## config.mk

```make
export PLATFORM = sky130hd
export DESIGN_NAME = signed_int_to_radix_digits
export DESIGN_NICKNAME = d
export VERILOG_FILES = /design/src/sird_pkg.sv /design/src/sird_div_step.sv /design/src/sird_digit_stack.sv /design/src/signed_int_to_radix_digits.sv
export SDC_FILE = /design/constraint.sdc
export NUM_CORES = 1
export LEC_CHECK = 0
export ABC_AREA = 1
export BUFFER_PORTS_ARGS = -buffer_cell sky130_fd_sc_hd__buf_2
export CAP_MARGIN = 10
export CORE_ASPECT_RATIO = 1.1
export CORE_UTILIZATION = 30
export CTS_CLUSTER_DIAMETER = 100
export DETAILED_ROUTE_END_ITERATION = 16
export PLACE_DENSITY_LB_ADDON = 0.05
export SKIP_CTS_REPAIR_TIMING = 1
export SLEW_MARGIN = 20
export SYNTH_ARGS = -nofsm -noshare
export SYNTH_HDL_FRONTEND = slang
export SYNTH_SLANG_ARGS = --single-unit
```

## constraint.sdc

```tcl
create_clock -name clk -period 7.9 [get_ports clk]
set_input_delay 1.58 -clock clk [delete_from_list [all_inputs] [get_ports clk]]
set_output_delay 1.58 -clock clk [all_outputs]
set_load 0.01 [all_outputs]
```

## src/sird_pkg.sv

```systemverilog
// ----------------------------------------------------------------------------
// sird_pkg: shared types and constants
// Widths, codes and types used by the integer-to-digits converter modules.
// ----------------------------------------------------------------------------
package sird_pkg;

  localparam int VALUE_BITS  = 32;
  localparam int MAX_RADIX   = 16;
  localparam int RADIX_W     = 5;
  localparam int DIGIT_W     = 4;
  localparam int CHAR_W      = 8;
  localparam int SYM_W       = 64;
  localparam int CFG_IDX_W   = 2;
  localparam int STEP_BITS   = 8;
  localparam int STEPS       = VALUE_BITS / STEP_BITS;
  localparam int STEP_CNT_W  = $clog2(STEPS);
  localparam int STACK_DEPTH = VALUE_BITS;
  localparam int CNT_W       = $clog2(STACK_DEPTH + 1);

  localparam logic [CHAR_W-1:0] MINUS_CODE = 8'h2D;

  localparam logic [CFG_IDX_W-1:0] REG_RADIX        = 2'd0;
  localparam logic [CFG_IDX_W-1:0] REG_SYMBOLS_LOW  = 2'd1;
  localparam logic [CFG_IDX_W-1:0] REG_SYMBOLS_HIGH = 2'd2;

  localparam logic [RADIX_W-1:0] RADIX_RESET = 5'd10;
  localparam logic [SYM_W-1:0]   SYMBOLS_LOW_RESET  = 64'h3736353433323130;
  localparam logic [SYM_W-1:0]   SYMBOLS_HIGH_RESET = 64'h4645444342413938;

  typedef logic [RADIX_W-1:0] base_t;
  typedef logic [DIGIT_W-1:0] digit_t;
  typedef logic [CNT_W-1:0]   count_t;

  typedef struct packed {
    logic   push;
    logic   pop;
    digit_t digit;
  } stack_ctl_t;

  typedef enum logic [1:0] {
    ST_IDLE,
    ST_DIVIDE,
    ST_SIGN,
    ST_EMIT
  } state_t;

endpackage

```

## src/sird_div_step.sv

```systemverilog
// ----------------------------------------------------------------------------
// sird_div_step: shared divider slice
// Eight restoring compare-subtract steps of a division by the base.
// ----------------------------------------------------------------------------
module sird_div_step (
  input  sird_pkg::digit_t                     rem_in,
  input  logic [sird_pkg::STEP_BITS-1:0]       bits_in,
  input  sird_pkg::base_t                      base,
  output logic [sird_pkg::STEP_BITS-1:0]       quot,
  output sird_pkg::digit_t                     rem_out
);
  import sird_pkg::*;

  always_comb begin
    logic [DIGIT_W-1:0] r;
    logic [DIGIT_W:0]   t;
    r = rem_in;
    quot = '0;
    for (int i = STEP_BITS - 1; i >= 0; i--) begin
      t = {r, bits_in[i]};
      if (t >= base) begin
        quot[i] = 1'b1;
        r = DIGIT_W'(t - base);
      end else begin
        r = t[DIGIT_W-1:0];
      end
    end
    rem_out = r;
  end

endmodule

```

## src/sird_digit_stack.sv

```systemverilog
// ----------------------------------------------------------------------------
// sird_digit_stack: digit LIFO
// Shift-register stack that reverses digits from least to most significant.
// ----------------------------------------------------------------------------
module sird_digit_stack (
  input  logic                 clk,
  input  logic                 rst,
  input  sird_pkg::stack_ctl_t ctl,
  output sird_pkg::digit_t     top,
  output sird_pkg::count_t     count
);
  import sird_pkg::*;

  digit_t entry [STACK_DEPTH];

  always_ff @(posedge clk) begin
    if (ctl.push) begin
      entry[0] <= ctl.digit;
      for (int i = 1; i < STACK_DEPTH; i++) begin
        entry[i] <= entry[i-1];
      end
    end else if (ctl.pop) begin
      for (int i = 0; i < STACK_DEPTH - 1; i++) begin
        entry[i] <= entry[i+1];
      end
    end
  end

  always_ff @(posedge clk) begin
    if (rst) begin
      count <= '0;
    end else if (ctl.push) begin
      count <= count + 1'b1;
    end else if (ctl.pop) begin
      count <= count - 1'b1;
    end
  end

  assign top = entry[0];

endmodule

```

## src/signed_int_to_radix_digits.sv

```systemverilog
// ----------------------------------------------------------------------------
// signed_int_to_radix_digits: signed integer to text in a configurable base
// Each digit takes four passes of a shared eight-bit divider slice.
// A new number is taken only in the idle state, once every character of the
// previous one has gone to the output register.
// Reset clears the control state and sets base 10 with alphabet 0-9A-F.
// ----------------------------------------------------------------------------
module signed_int_to_radix_digits (
  input  logic                                  clk,
  input  logic                                  rst,
  input  logic                                  cfg_we,
  input  logic [sird_pkg::CFG_IDX_W-1:0]        cfg_index,
  input  logic [sird_pkg::SYM_W-1:0]            cfg_data,
  input  logic                                  in_valid,
  output logic                                  in_ready,
  input  logic signed [sird_pkg::VALUE_BITS-1:0] value,
  output logic                                  out_valid,
  input  logic                                  out_ready,
  output logic [sird_pkg::CHAR_W-1:0]           character,
  output logic                                  last
);
  import sird_pkg::*;

  logic [RADIX_W-1:0] radix;
  logic [SYM_W-1:0]   symbols_low;
  logic [SYM_W-1:0]   symbols_high;

  state_t                 state, state_next;
  logic [VALUE_BITS-1:0]  mag, mag_next;
  digit_t                 rem, rem_next;
  logic [STEP_CNT_W-1:0]  step, step_next;
  logic                   neg, neg_next;
  base_t                  base, base_next;
  logic                   out_valid_next;
  logic [CHAR_W-1:0]      character_next;
  logic                   last_next;

  logic [STEP_BITS-1:0]   quot;
  digit_t                 rem_step;
  logic [VALUE_BITS-1:0]  mag_shift;
  stack_ctl_t             stack_ctl;
  digit_t                 stack_top;
  count_t                 stack_count;
  base_t                  eff_radix;
  logic [VALUE_BITS-1:0]  value_u;
  logic [SYM_W-1:0]       sym_word;
  logic                   slot_free;

  always_ff @(posedge clk) begin
    if (rst) begin
      radix        <= RADIX_RESET;
      symbols_low  <= SYMBOLS_LOW_RESET;
      symbols_high <= SYMBOLS_HIGH_RESET;
    end else if (cfg_we) begin
      case (cfg_index)
        REG_RADIX:        radix        <= cfg_data[RADIX_W-1:0];
        REG_SYMBOLS_LOW:  symbols_low  <= cfg_data;
        REG_SYMBOLS_HIGH: symbols_high <= cfg_data;
        default: ;
      endcase
    end
  end

  always_comb begin
    if (radix < base_t'(2)) begin
      eff_radix = base_t'(2);
    end else if (radix > base_t'(MAX_RADIX)) begin
      eff_radix = base_t'(MAX_RADIX);
    end else begin
      eff_radix = radix;
    end
  end

  sird_div_step u_div_step (
    .rem_in  (rem),
    .bits_in (mag[VALUE_BITS-1 -: STEP_BITS]),
    .base    (base),
    .quot    (quot),
    .rem_out (rem_step)
  );

  sird_digit_stack u_digit_stack (
    .clk   (clk),
    .rst   (rst),
    .ctl   (stack_ctl),
    .top   (stack_top),
    .count (stack_count)
  );

  assign value_u   = value;
  assign mag_shift = {mag[VALUE_BITS-STEP_BITS-1:0], quot};
  assign sym_word  = stack_top[DIGIT_W-1] ? symbols_high : symbols_low;
  assign slot_free = !out_valid || out_ready;
  assign in_ready  = (state == ST_IDLE);

  always_ff @(posedge clk) begin
    if (rst) begin
      state     <= ST_IDLE;
      out_valid <= 1'b0;
    end else begin
      state     <= state_next;
      out_valid <= out_valid_next;
    end
  end

  always_ff @(posedge clk) begin
    mag       <= mag_next;
    rem       <= rem_next;
    step      <= step_next;
    neg       <= neg_next;
    base      <= base_next;
    character <= character_next;
    last      <= last_next;
  end

  always_comb begin
    state_next     = state;
    mag_next       = mag;
    rem_next       = rem;
    step_next      = step;
    neg_next       = neg;
    base_next      = base;
    out_valid_next = out_valid && !out_ready;
    character_next = character;
    last_next      = last;
    stack_ctl      = '{push: 1'b0, pop: 1'b0, digit: rem_step};

    case (state)
      ST_IDLE: begin
        if (in_valid) begin
          neg_next   = value_u[VALUE_BITS-1];
          mag_next   = value_u[VALUE_BITS-1] ? (VALUE_BITS'(0) - value_u) : value_u;
          rem_next   = '0;
          step_next  = '0;
          base_next  = eff_radix;
          state_next = ST_DIVIDE;
        end
      end
      ST_DIVIDE: begin
        mag_next  = mag_shift;
        rem_next  = rem_step;
        step_next = step + 1'b1;
        if (step == STEP_CNT_W'(STEPS - 1)) begin
          stack_ctl.push = 1'b1;
          rem_next       = '0;
          if (mag_shift == '0) begin
            state_next = neg ? ST_SIGN : ST_EMIT;
          end
        end
      end
      ST_SIGN: begin
        if (slot_free) begin
          out_valid_next = 1'b1;
          character_next = MINUS_CODE;
          last_next      = 1'b0;
          state_next     = ST_EMIT;
        end
      end
      ST_EMIT: begin
        if (slot_free) begin
          out_valid_next = 1'b1;
          character_next = sym_word[stack_top[DIGIT_W-2:0]*CHAR_W +: CHAR_W];
          last_next      = (stack_count == count_t'(1));
          stack_ctl.pop  = 1'b1;
          if (stack_count == count_t'(1)) begin
            state_next = ST_IDLE;
          end
        end
      end
      default: begin
        state_next = ST_IDLE;
      end
    endcase
  end

endmodule

```

==> results of run 1 <==
-- flip-flops by register name, indices dropped and copies added (netlist names), 4 cells and up --
register and cells:
u_digit_stack.entry 128, symbols_high 64, symbols_low 64, mag 32, character 8, u_digit_stack.count 6, base 5, radix 5
rem 4
-- placed cells by master, fill, tap and decap left out, types with 23 or more instances in the layout --
master       n
inv_2       29
nand2_2     58
buf_2      113
inv_1      137
nand3_1     87
buf_4       91
a21oi_1     59
ha_4        23
o211ai_1    23
o21ai_0    211
edfxtp_1   181
dfxtp_1    142
clkbuf_16   39
nand2_1    494
nor2_1     251
ha_1        26
o21ai_1     28
-- cell usage after synthesis, types with 9 or more instances --
| cell | n | area, um2 |
|---|---|---|
| nand2_1 | 550 | 2060 |
| nor2_1 | 256 | 961 |
| o21ai_0 | 218 | 1090 |
| edfxtp_1 | 181 | 5440 |
| inv_1 | 156 | 586 |
| dfxtp_1 | 142 | 2840 |
| nand3_1 | 93 | 465 |
| a21oi_1 | 64 | 320 |
| clkbuf_1 | 58 | 218 |
| ha_1 | 49 | 613 |
| buf_2 | 30 | 150 |
| o21ai_1 | 27 | 135 |
| o211ai_1 | 23 | 173 |
| xor2_1 | 16 | 140 |
| inv_2 | 15 | 56.3 |
| nand2_2 | 15 | 93.8 |
| o221ai_1 | 15 | 131 |
| nand4_1 | 13 | 81.3 |
| o21ai_2 | 10 | 87.6 |
| buf_4 | 9 | 67.6 |
| nand3_2 | 9 | 90.1 |
| nor2_2 | 9 | 56.3 |
| o22ai_1 | 9 | 56.3 |
-- cell families (layout without fill, tap and decap cells) --
family | count (synthesis) | in the layout | share of synthesized area
and+or+nand+nor | 978 | 980 | 0.247
AOI/OAI and AO/OA | 385 | 385 | 0.130
adders and majority gates | 57 | 57 | 0.0464
DFF | 323 | 323 | 0.497
muxes | 1 | 1 | 0.000601
buffers and inverters | 277 | 450 | 0.0669
xor gates and xnor gates | 23 | 23 | 0.0121
-- critical path, delay by kind of cell, from the launching register on --
family | cells | cell delay (ps)
adders and majority gates | 8 | 2280
DFF | 1 | 430
AOI/OAI and AO/OA | 7 | 1090
and+or+nand+nor | 39 | 3420
buffers and inverters | 11 | 890
-- metrics by stage --
| step | setup TNS (ps) | setup slack, ps |
|---|---|---|
| 2_1_floorplan | -3220 | -398 |
| 3_5_place_dp | -7430 | -762 |
| 6_report | -4520 | -478 |
| 5_1_grt | -10830 | -1050 |
| 3_3_place_gp | -5270 | -552 |
| 4_1_cts | -7740 | -790 |
-- final timing paths --
| kind | from | to | slack, ps | depth (start not counted) |
|---|---|---|---|---|
| hold reg to reg | symbols_low[56]$_SDFFE_PP1P_ | symbols_low[56]$_SDFFE_PP1P_ | 450 | 2 |
| setup reg to reg | rem[2]$_SDFFCE_PN0P_ | u_digit_stack.entry[0][3]$_DFFE_PP_ | -480 | 65 |
| hold / removal | symbols_low[56]$_SDFFE_PP1P_ | symbols_low[56]$_SDFFE_PP1P_ | 450 | 2 |
| setup / recovery | rem[2]$_SDFFCE_PN0P_ | u_digit_stack.entry[0][3]$_DFFE_PP_ | -480 | 65 |
-- area by class of cell --
cell class	instances	area, um2
timing repair buffer	208	1290
multi-input combinational	1446	8040
sequential	323	8280
fill	5763	34500
clock buffer	58	1100
inverter	174	668
tap	736	921
clock inverter	10	88.8
-- layer usage --
metal,up-vias,wire [um],track usage
li1,7061,-,-
met1,6602,22600,0.234
met2,208,22700,0.280
met3,73,1910,0.0316
met4,12,1040,0.0465
met5,-,70,0
==> results.ini, run 1 <==
[clock_network]
clk_pin_slew_ps = 60
cts_buffers = 38
cts.sinks = 323
cts_tree = built
clockBufferDepth = 3
cts_max_level = 2
clk_latency_ps = 560
cts_root_buf = clkbuf_16

[floorplanning]
die_w_um = 227
initial_utilization = 0.304
die_h_um = 249
ioPinCount = 114
fp.coreArea_um2 = 54800
die-area_um2 = 56400
num_rows = 90

[sta]
finalWorstSetupSlack_ps = -478
relSlewSlack = 0.287
setup_viol = 11
min_period_ps = 8380
finalCritPeriodShare = 1.06
worstMarginPinSlew_ps = 1070
rsz0062_at_grt = yes
finClkSkew_ps = 23.4
clock.fmax_mhz = 119
finalMaxSlewViolations = 0
hold_ws_ps = 451
hold_violations = 0

[hold_path]
hold_class = reg -> reg

[routing]
drt_iter0_drc = 809
drc = 0
num_vias = 13956
viasPerCell = 4.72
wl_per_cell_um = 16.4
drt_pre_antenna_iters = 5
ant_nets = 0
routed_wl_um = 48300

[setup_path]
crit_type = reg -> reg
cp_slowest_cell = edfxtp_1
worst-path-max-fanout = 7
cpPeakStageDelay_ps = 430
worstPathRequired_ps = 8190
worstPathArrival_ps = 8670
crit_top_cell = nand2_2
cp-start-kind = flop
endpoint_kind = flop

[cells_and_area]
antennaDiodeCount = 0
drive_above_1_share = 0.213
fin_nets = 2351
fin_cells = 2955
area_growth_pct = 22.5
final_area_um2 = 20400
post-route-util = 0.372

[run_status]
failed_checks = negative setup slack
status = complete, but fails checks

[synth]
syn_area_um2 = 16600
synth_seq_cells = 323
seq_area_frac_synth = 0.497
syn_nets = 2204
netlist_instances = 2044
synth-main-ff-cell = edfxtp_1
syn_area_per_cell_um2 = 8.15
async_flop_share = 0
synth_cell_types = 52
synth_edf_count = 181
yosys_warnings = 0

[job]
drv_cap = 0

[grt]
grt_pass1_wl_um = 76600
grt_pass1_vias = 13705
grt_start_max_net_pins = 107
grt_overflow = 0
grt_usage = 0.173
antenna_found_initial = 6

[place]
dp.cells = 2870
place_congestion = 0.819
place_area_um2 = 18500
dp_hpwl_um = 30300
numPortBuffers = 113

Power of run 1 is left out: the tool's default activity adds up to more than one toggle a clock period on the data nets, which glitch-free logic cannot reach.
==> inputs of run 2 (changes only) <==
- CAP_MARGIN: 10 -> default
- CTS_BUF_LIST: default -> sky130_fd_sc_hd__clkbuf_4 sky130_fd_sc_hd__clkbuf_8
==> run 2 against run 1 <==
- the flow still finishes with violations (negative setup slack)
- highest routed layer unchanged
- critical path depth stayed put
- non-clock buffer count decreased by 2
- register-to-register slack is essentially flat
- largest cell class unchanged
==> results.ini, run 2 (synthesis gave the netlist of run 1 again) <==
[run_status]
status = complete, but fails checks  ; unchanged
failed_checks = negative setup slack  ; unchanged

[sta]
finalWorstSetupSlack_ps = -483  ; was -478 ps
finalCritPeriodShare = 1.06  ; about the same
finalMaxSlewViolations = 0  ; unchanged
hold_ws_ps = 451  ; about the same
setup_viol = 11  ; unchanged
min_period_ps = 8380  ; about the same
relSlewSlack = 0.295  ; was 0.287
finClkSkew_ps = 35.7  ; was 23.4 ps
hold_violations = 0  ; unchanged
fin_setup_tns_ps = -4560  ; was -4520 ps
clock.fmax_mhz = 119  ; about the same
rsz0062_at_grt = yes  ; unchanged
worstMarginPinSlew_ps = 1060  ; was 1070 ps

[cells_and_area]
drive_above_1_share = 0.229  ; was 0.213
largest_register_ffs = 128  ; unchanged
fillers = 5814  ; was 5763
layout_commonest_cell = nand2_1  ; unchanged
area_growth_pct = 22.3  ; was 22.5%
max_flop_register = u_digit_stack.entry  ; unchanged
final_cell_mix = 496 x nand2_1, 251 x nor2_1, 211 x o21ai_0, 181 x edfxtp_1, 142 x dfxtp_1  ; was 494 x nand2_1, 251 x nor2_1, 211 x o21ai_0, 181 x edfxtp_1, 142 x dfxtp_1
reg.largest.list = u_digit_stack.entry x128, symbols_high x64, symbols_low x64  ; unchanged
fin_nets = 2369  ; was 2351

[floorplanning]
die_h_um = 249  ; unchanged
die_w_um = 227  ; unchanged
ioPinCount = 114  ; unchanged
fp.coreArea_um2 = 54800  ; unchanged
num_rows = 90  ; unchanged
initial_utilization = 0.304  ; unchanged
die-area_um2 = 56400  ; unchanged

[grt]
grt_start_max_net_pins = 107  ; unchanged
grt_pass1_wl_um = 77000  ; was 76600 um
grt_pass1_vias = 13914  ; was 13705
antenna_found_initial = 7  ; was 6
grt_overflow = 0  ; unchanged
grt_usage = 0.173  ; about the same

[setup_path]
crit_top_cell = nand2_2  ; unchanged
worst-path-max-fanout = 7  ; unchanged
worstPathArrival_ps = 8750  ; was 8670 ps
cp-start-kind = flop  ; unchanged
cp_slowest_cell = edfxtp_1  ; unchanged
endpoint_kind = flop  ; unchanged
crit_type = reg -> reg  ; unchanged
cpPeakStageDelay_ps = 430  ; about the same
worstPathRequired_ps = 8270  ; was 8190 ps

[place]
dp_hpwl_um = 30300  ; unchanged
numPortBuffers = 113  ; unchanged
place_congestion = 0.819  ; unchanged

[job]
drv_cap = 0  ; unchanged

[clock_network]
cts_tree = built  ; unchanged
clockBufferDepth = 3  ; unchanged
cts_root_buf = clkbuf_8  ; was clkbuf_16
cts_buffers = 58  ; was 38
clk_latency_ps = 650  ; was 560 ps
cts.sinks = 323  ; unchanged
clk_pin_slew_ps = 60  ; about the same
cts_max_level = 2  ; unchanged

[routing]
drt_iter0_drc = 870  ; was 809
ant_nets = 0  ; unchanged
wl_per_cell_um = 16.3  ; was 16.4 um
num_vias = 14134  ; was 13956
drt_pre_antenna_iters = 5  ; unchanged
drc = 0  ; unchanged
routed_wl_um = 48700  ; was 48300 um
viasPerCell = 4.73  ; was 4.72

[hold_path]
hold_class = reg -> reg  ; unchanged

==> run 2: changes by cell type in the layout (fill, tap and decap cells not counted), moves of 2 or more <==
| cell | previous run | this run |
|---|---|---|
| clkbuf_8 | 5 | 62 |
| clkbuf_16 | 39 | 0 |
| clkbuf_4 | 0 | 31 |
| clkbuf_1 | 14 | 0 |
| buf_4 | 91 | 89 |
| clkinvlp_4 | 1 | 3 |
| nand2_1 | 494 | 496 |
| nand2_2 | 58 | 56 |
==> run 2: per-layer routing <==
metal	vias up	GRT usage	routed length (um)
met5	-	0	70
met2	250	0.283	22900
met1	6681	0.232	22600
li1	7102	-	-
met3	89	0.0327	2100
met4	12	0.0463	1000
==> run 2: critical path, delay by kind of cell, from the launching register on <==
family / cells / cell delay [ps]
buf+inv: 11 / 900
flops: 1 / 430
simple gates: 39 / 3430
fa+ha+maj: 8 / 2280
compound gates: 7 / 1090
==> run 2: path summary, 6_finish.rpt <==
check	startpoint	endpoint	slack, ps	cells after the start
worst max-delay path	rem[2]$_SDFFCE_PN0P_	u_digit_stack.entry[0][3]$_DFFE_PP_	-480	65
worst min-delay path	symbols_high[22]$_SDFFE_PP1P_	symbols_high[22]$_SDFFE_PP1P_	450	2
worst max register to register	rem[2]$_SDFFCE_PN0P_	u_digit_stack.entry[0][3]$_DFFE_PP_	-480	65
worst min register to register	symbols_high[22]$_SDFFE_PP1P_	symbols_high[22]$_SDFFE_PP1P_	450	2
==> run 2: area by class of cell <==
type | instances | area (um2) | area share
multi-input cells | 1446 | 8030 | 0.394
repair buffers | 206 | 1280 | 0.0628
clock buffers | 93 | 1090 | 0.0533
diodes | 1 | 2.50 | 0.000123
inverters | 174 | 666 | 0.0327
clock inverters | 11 | 109 | 0.00534
well taps | 736 | 921 | 0.0452
flip-flops and latches | 323 | 8280 | 0.406
==> run 2: through the flow <==
step                      cell area, um2   util  cells  worst slack, ps
after global routing               20400  0.371   2990            -1050
after detailed placement           18500  0.338   2870             -762
after floorplan                    16900      -   2044             -398
after global placement             18500  0.338   2870             -552
after CTS                          19700  0.360   2974             -776
final                              20400  0.371   2990             -483
Power of run 2 is left out for the same reason.
==> inputs of run 3 (changes only) <==
- SETUP_SLACK_MARGIN: default -> 0.1
==> run 3 against run 2 <==
- the flow still finishes with violations (negative setup slack)
- highest routed layer unchanged
- via count about the same
- final cell count about the same
- critical path type unchanged
- wire length decreased by 0.14%
- global-route usage unchanged
- critical path depth unchanged
- clock skew increased by 1.6 ps
- cell area about the same
- sequential cell count unchanged
- fmax about the same
- hold slack about the same
- sequential share of layout area about the same
==> results.ini, run 3 (synthesis gave the netlist of run 1 again) <==
[setup_path]
crit_top_cell = nand2_2  ; unchanged
reg2reg_to = u_digit_stack.entry[0][3]$_DFFE_PP_  ; unchanged
cp_slowest_cell = edfxtp_1  ; unchanged
r2r_setup_slack_ps = -490  ; was -480 ps
worst-path-max-fanout = 7  ; unchanged
reg2regPathDepth = 65  ; unchanged
cpPeakStageDelay_ps = 430  ; about the same
r2r_start = rem[2]$_SDFFCE_PN0P_  ; unchanged
critPathLaunch = rem[2]$_SDFFCE_PN0P_  ; unchanged
crit_type = reg -> reg  ; unchanged
cp-start-kind = flop  ; unchanged
endpoint_kind = flop  ; unchanged
worstPathRequired_ps = 8270  ; about the same
worstPathArrival_ps = 8760  ; was 8750 ps

[cells_and_area]
area_growth_pct = 22.3  ; about the same
largest_register_ffs = 128  ; unchanged
layout_commonest_cell = nand2_1  ; unchanged
final_cell_mix = 496 x nand2_1, 251 x nor2_1, 211 x o21ai_0, 181 x edfxtp_1, 142 x dfxtp_1  ; unchanged
final-seq-area_um2 = 8280  ; unchanged
multi_input_area_um2 = 8030  ; unchanged
final_area_um2 = 20400  ; about the same
fillers = 5813  ; was 5814
fin_nets = 2368  ; was 2369
max_flop_register = u_digit_stack.entry  ; unchanged
post-route-util = 0.371  ; about the same
reg.largest.list = u_digit_stack.entry x128, symbols_high x64, symbols_low x64  ; unchanged
drive_above_1_share = 0.229  ; about the same

[floorplanning]
ioPinCount = 114  ; unchanged
initial_utilization = 0.304  ; unchanged
die_w_um = 227  ; unchanged
fp.coreArea_um2 = 54800  ; unchanged
num_rows = 90  ; unchanged
die-area_um2 = 56400  ; unchanged
die_h_um = 249  ; unchanged

[routing]
routed_wl_um = 48700  ; about the same
ant_nets = 0  ; unchanged
wl_met2_um = 22900  ; about the same
met1_length_um = 22700  ; was 22600 um
drt_pre_antenna_iters = 5  ; unchanged
wl_per_cell_um = 16.3  ; about the same
met3WireLength_um = 2040  ; was 2100 um
num_vias = 14140  ; was 14134
drt_iter0_drc = 904  ; was 870
viasPerCell = 4.73  ; about the same
drc = 0  ; unchanged
top_layer = met5  ; unchanged

[sta]
finalCritPeriodShare = 1.06  ; about the same
relSlewSlack = 0.292  ; was 0.295
finalWorstSetupSlack_ps = -489  ; was -483 ps
min_period_ps = 8390  ; was 8380 ps
clock.fmax_mhz = 119  ; about the same
finalMaxSlewViolations = 0  ; unchanged
rsz0062_at_grt = yes  ; unchanged
setup_viol = 11  ; unchanged
hold_violations = 0  ; unchanged
worstMarginPinSlew_ps = 1060  ; about the same
hold_ws_ps = 451  ; about the same
finClkSkew_ps = 37.3  ; was 35.7 ps

[grt]
grt_pass1_wl_um = 77000  ; unchanged
grt_start_max_net_pins = 107  ; unchanged
grt_usage = 0.173  ; unchanged
grt_overflow = 0  ; unchanged
grt_pass1_vias = 13914  ; unchanged
antenna_found_initial = 7  ; unchanged

[run_status]
failed_checks = negative setup slack  ; unchanged
status = complete, but fails checks  ; unchanged

[place]
place_area_um2 = 18500  ; unchanged
place_congestion = 0.819  ; unchanged
dp_hpwl_um = 30300  ; unchanged
numPortBuffers = 113  ; unchanged
pre_cts_ws_ps = -762  ; unchanged

[clock_network]
cts_max_level = 2  ; unchanged
clk_pin_slew_ps = 50  ; was 60 ps
clockBufferDepth = 3  ; unchanged
cts.sinks = 323  ; unchanged
clk_latency_ps = 650  ; about the same
cts_tree = built  ; unchanged
cts_buffers = 58  ; unchanged
cts_root_buf = clkbuf_8  ; unchanged

[hold_path]
whs_path_depth = 2  ; unchanged
hold_class = reg -> reg  ; unchanged
hold_start = symbols_low[44]$_SDFFE_PP1P_  ; was symbols_high[22]$_SDFFE_PP1P_
min_to = symbols_low[44]$_SDFFE_PP1P_  ; was symbols_high[22]$_SDFFE_PP1P_

[job]
drv_cap = 0  ; unchanged

==> run 3: cell count changes in the layout (fill, tap and decap cells not counted), sizes merged <==
| cell | delta |
|---|---|
| buf | -1 |
==> run 3: area by class of cell <==
cell class	count	share of cell area
inverter	174	0.0327
multi-input combinational	1446	0.394
timing repair buffer	205	0.0624
sequential	323	0.407
clock buffer	93	0.0533
clock inverter	11	0.00535
tap	736	0.0452
antenna	1	0.000123
==> run 3: metrics by stage <==
stage	TNS [ps]	cells
6_report	-4620	2989
5_1_grt	-10710	2989
4_1_cts	-7610	2974
3_5_place_dp	-7430	2870
3_3_place_gp	-5270	2870
2_1_floorplan	-3220	2044
==> run 3: how the worst max path moves through the flow <==
stage | endpoint | slack, ps | cells past startpoint
finish | u_digit_stack.entry[0][3]$_DFFE_PP_ | -490 | 65
CTS | state[0]$_SDFFE_PP0P_ | -780 | 75
global placement | state[0]$_SDFFE_PP0P_ | -550 | 71
floorplan | state[0]$_SDFFE_PP0P_ | -400 | 71
detailed placement | state[0]$_SDFFE_PP0P_ | -760 | 73
global route | state[0]$_SDFFE_PP0P_ | -1040 | 71
==> run 3: critical path, delay by kind of cell (launching register included) <==
kind            cells  cell delay, ps
buf+inv             8             630
flops               1             430
simple gates       43            3890
fa+ha+maj           8            2230
compound gates      6             950
==> run 3: metal layers <==
metal / global-route usage / vias to the layer above
met5: 0 / -
met3: 0.0327 / 87
met4: 0.0463 / 12
met1: 0.232 / 6700
met2: 0.283 / 239
li1: - / 7102
Power of run 3 is left out for the same reason.
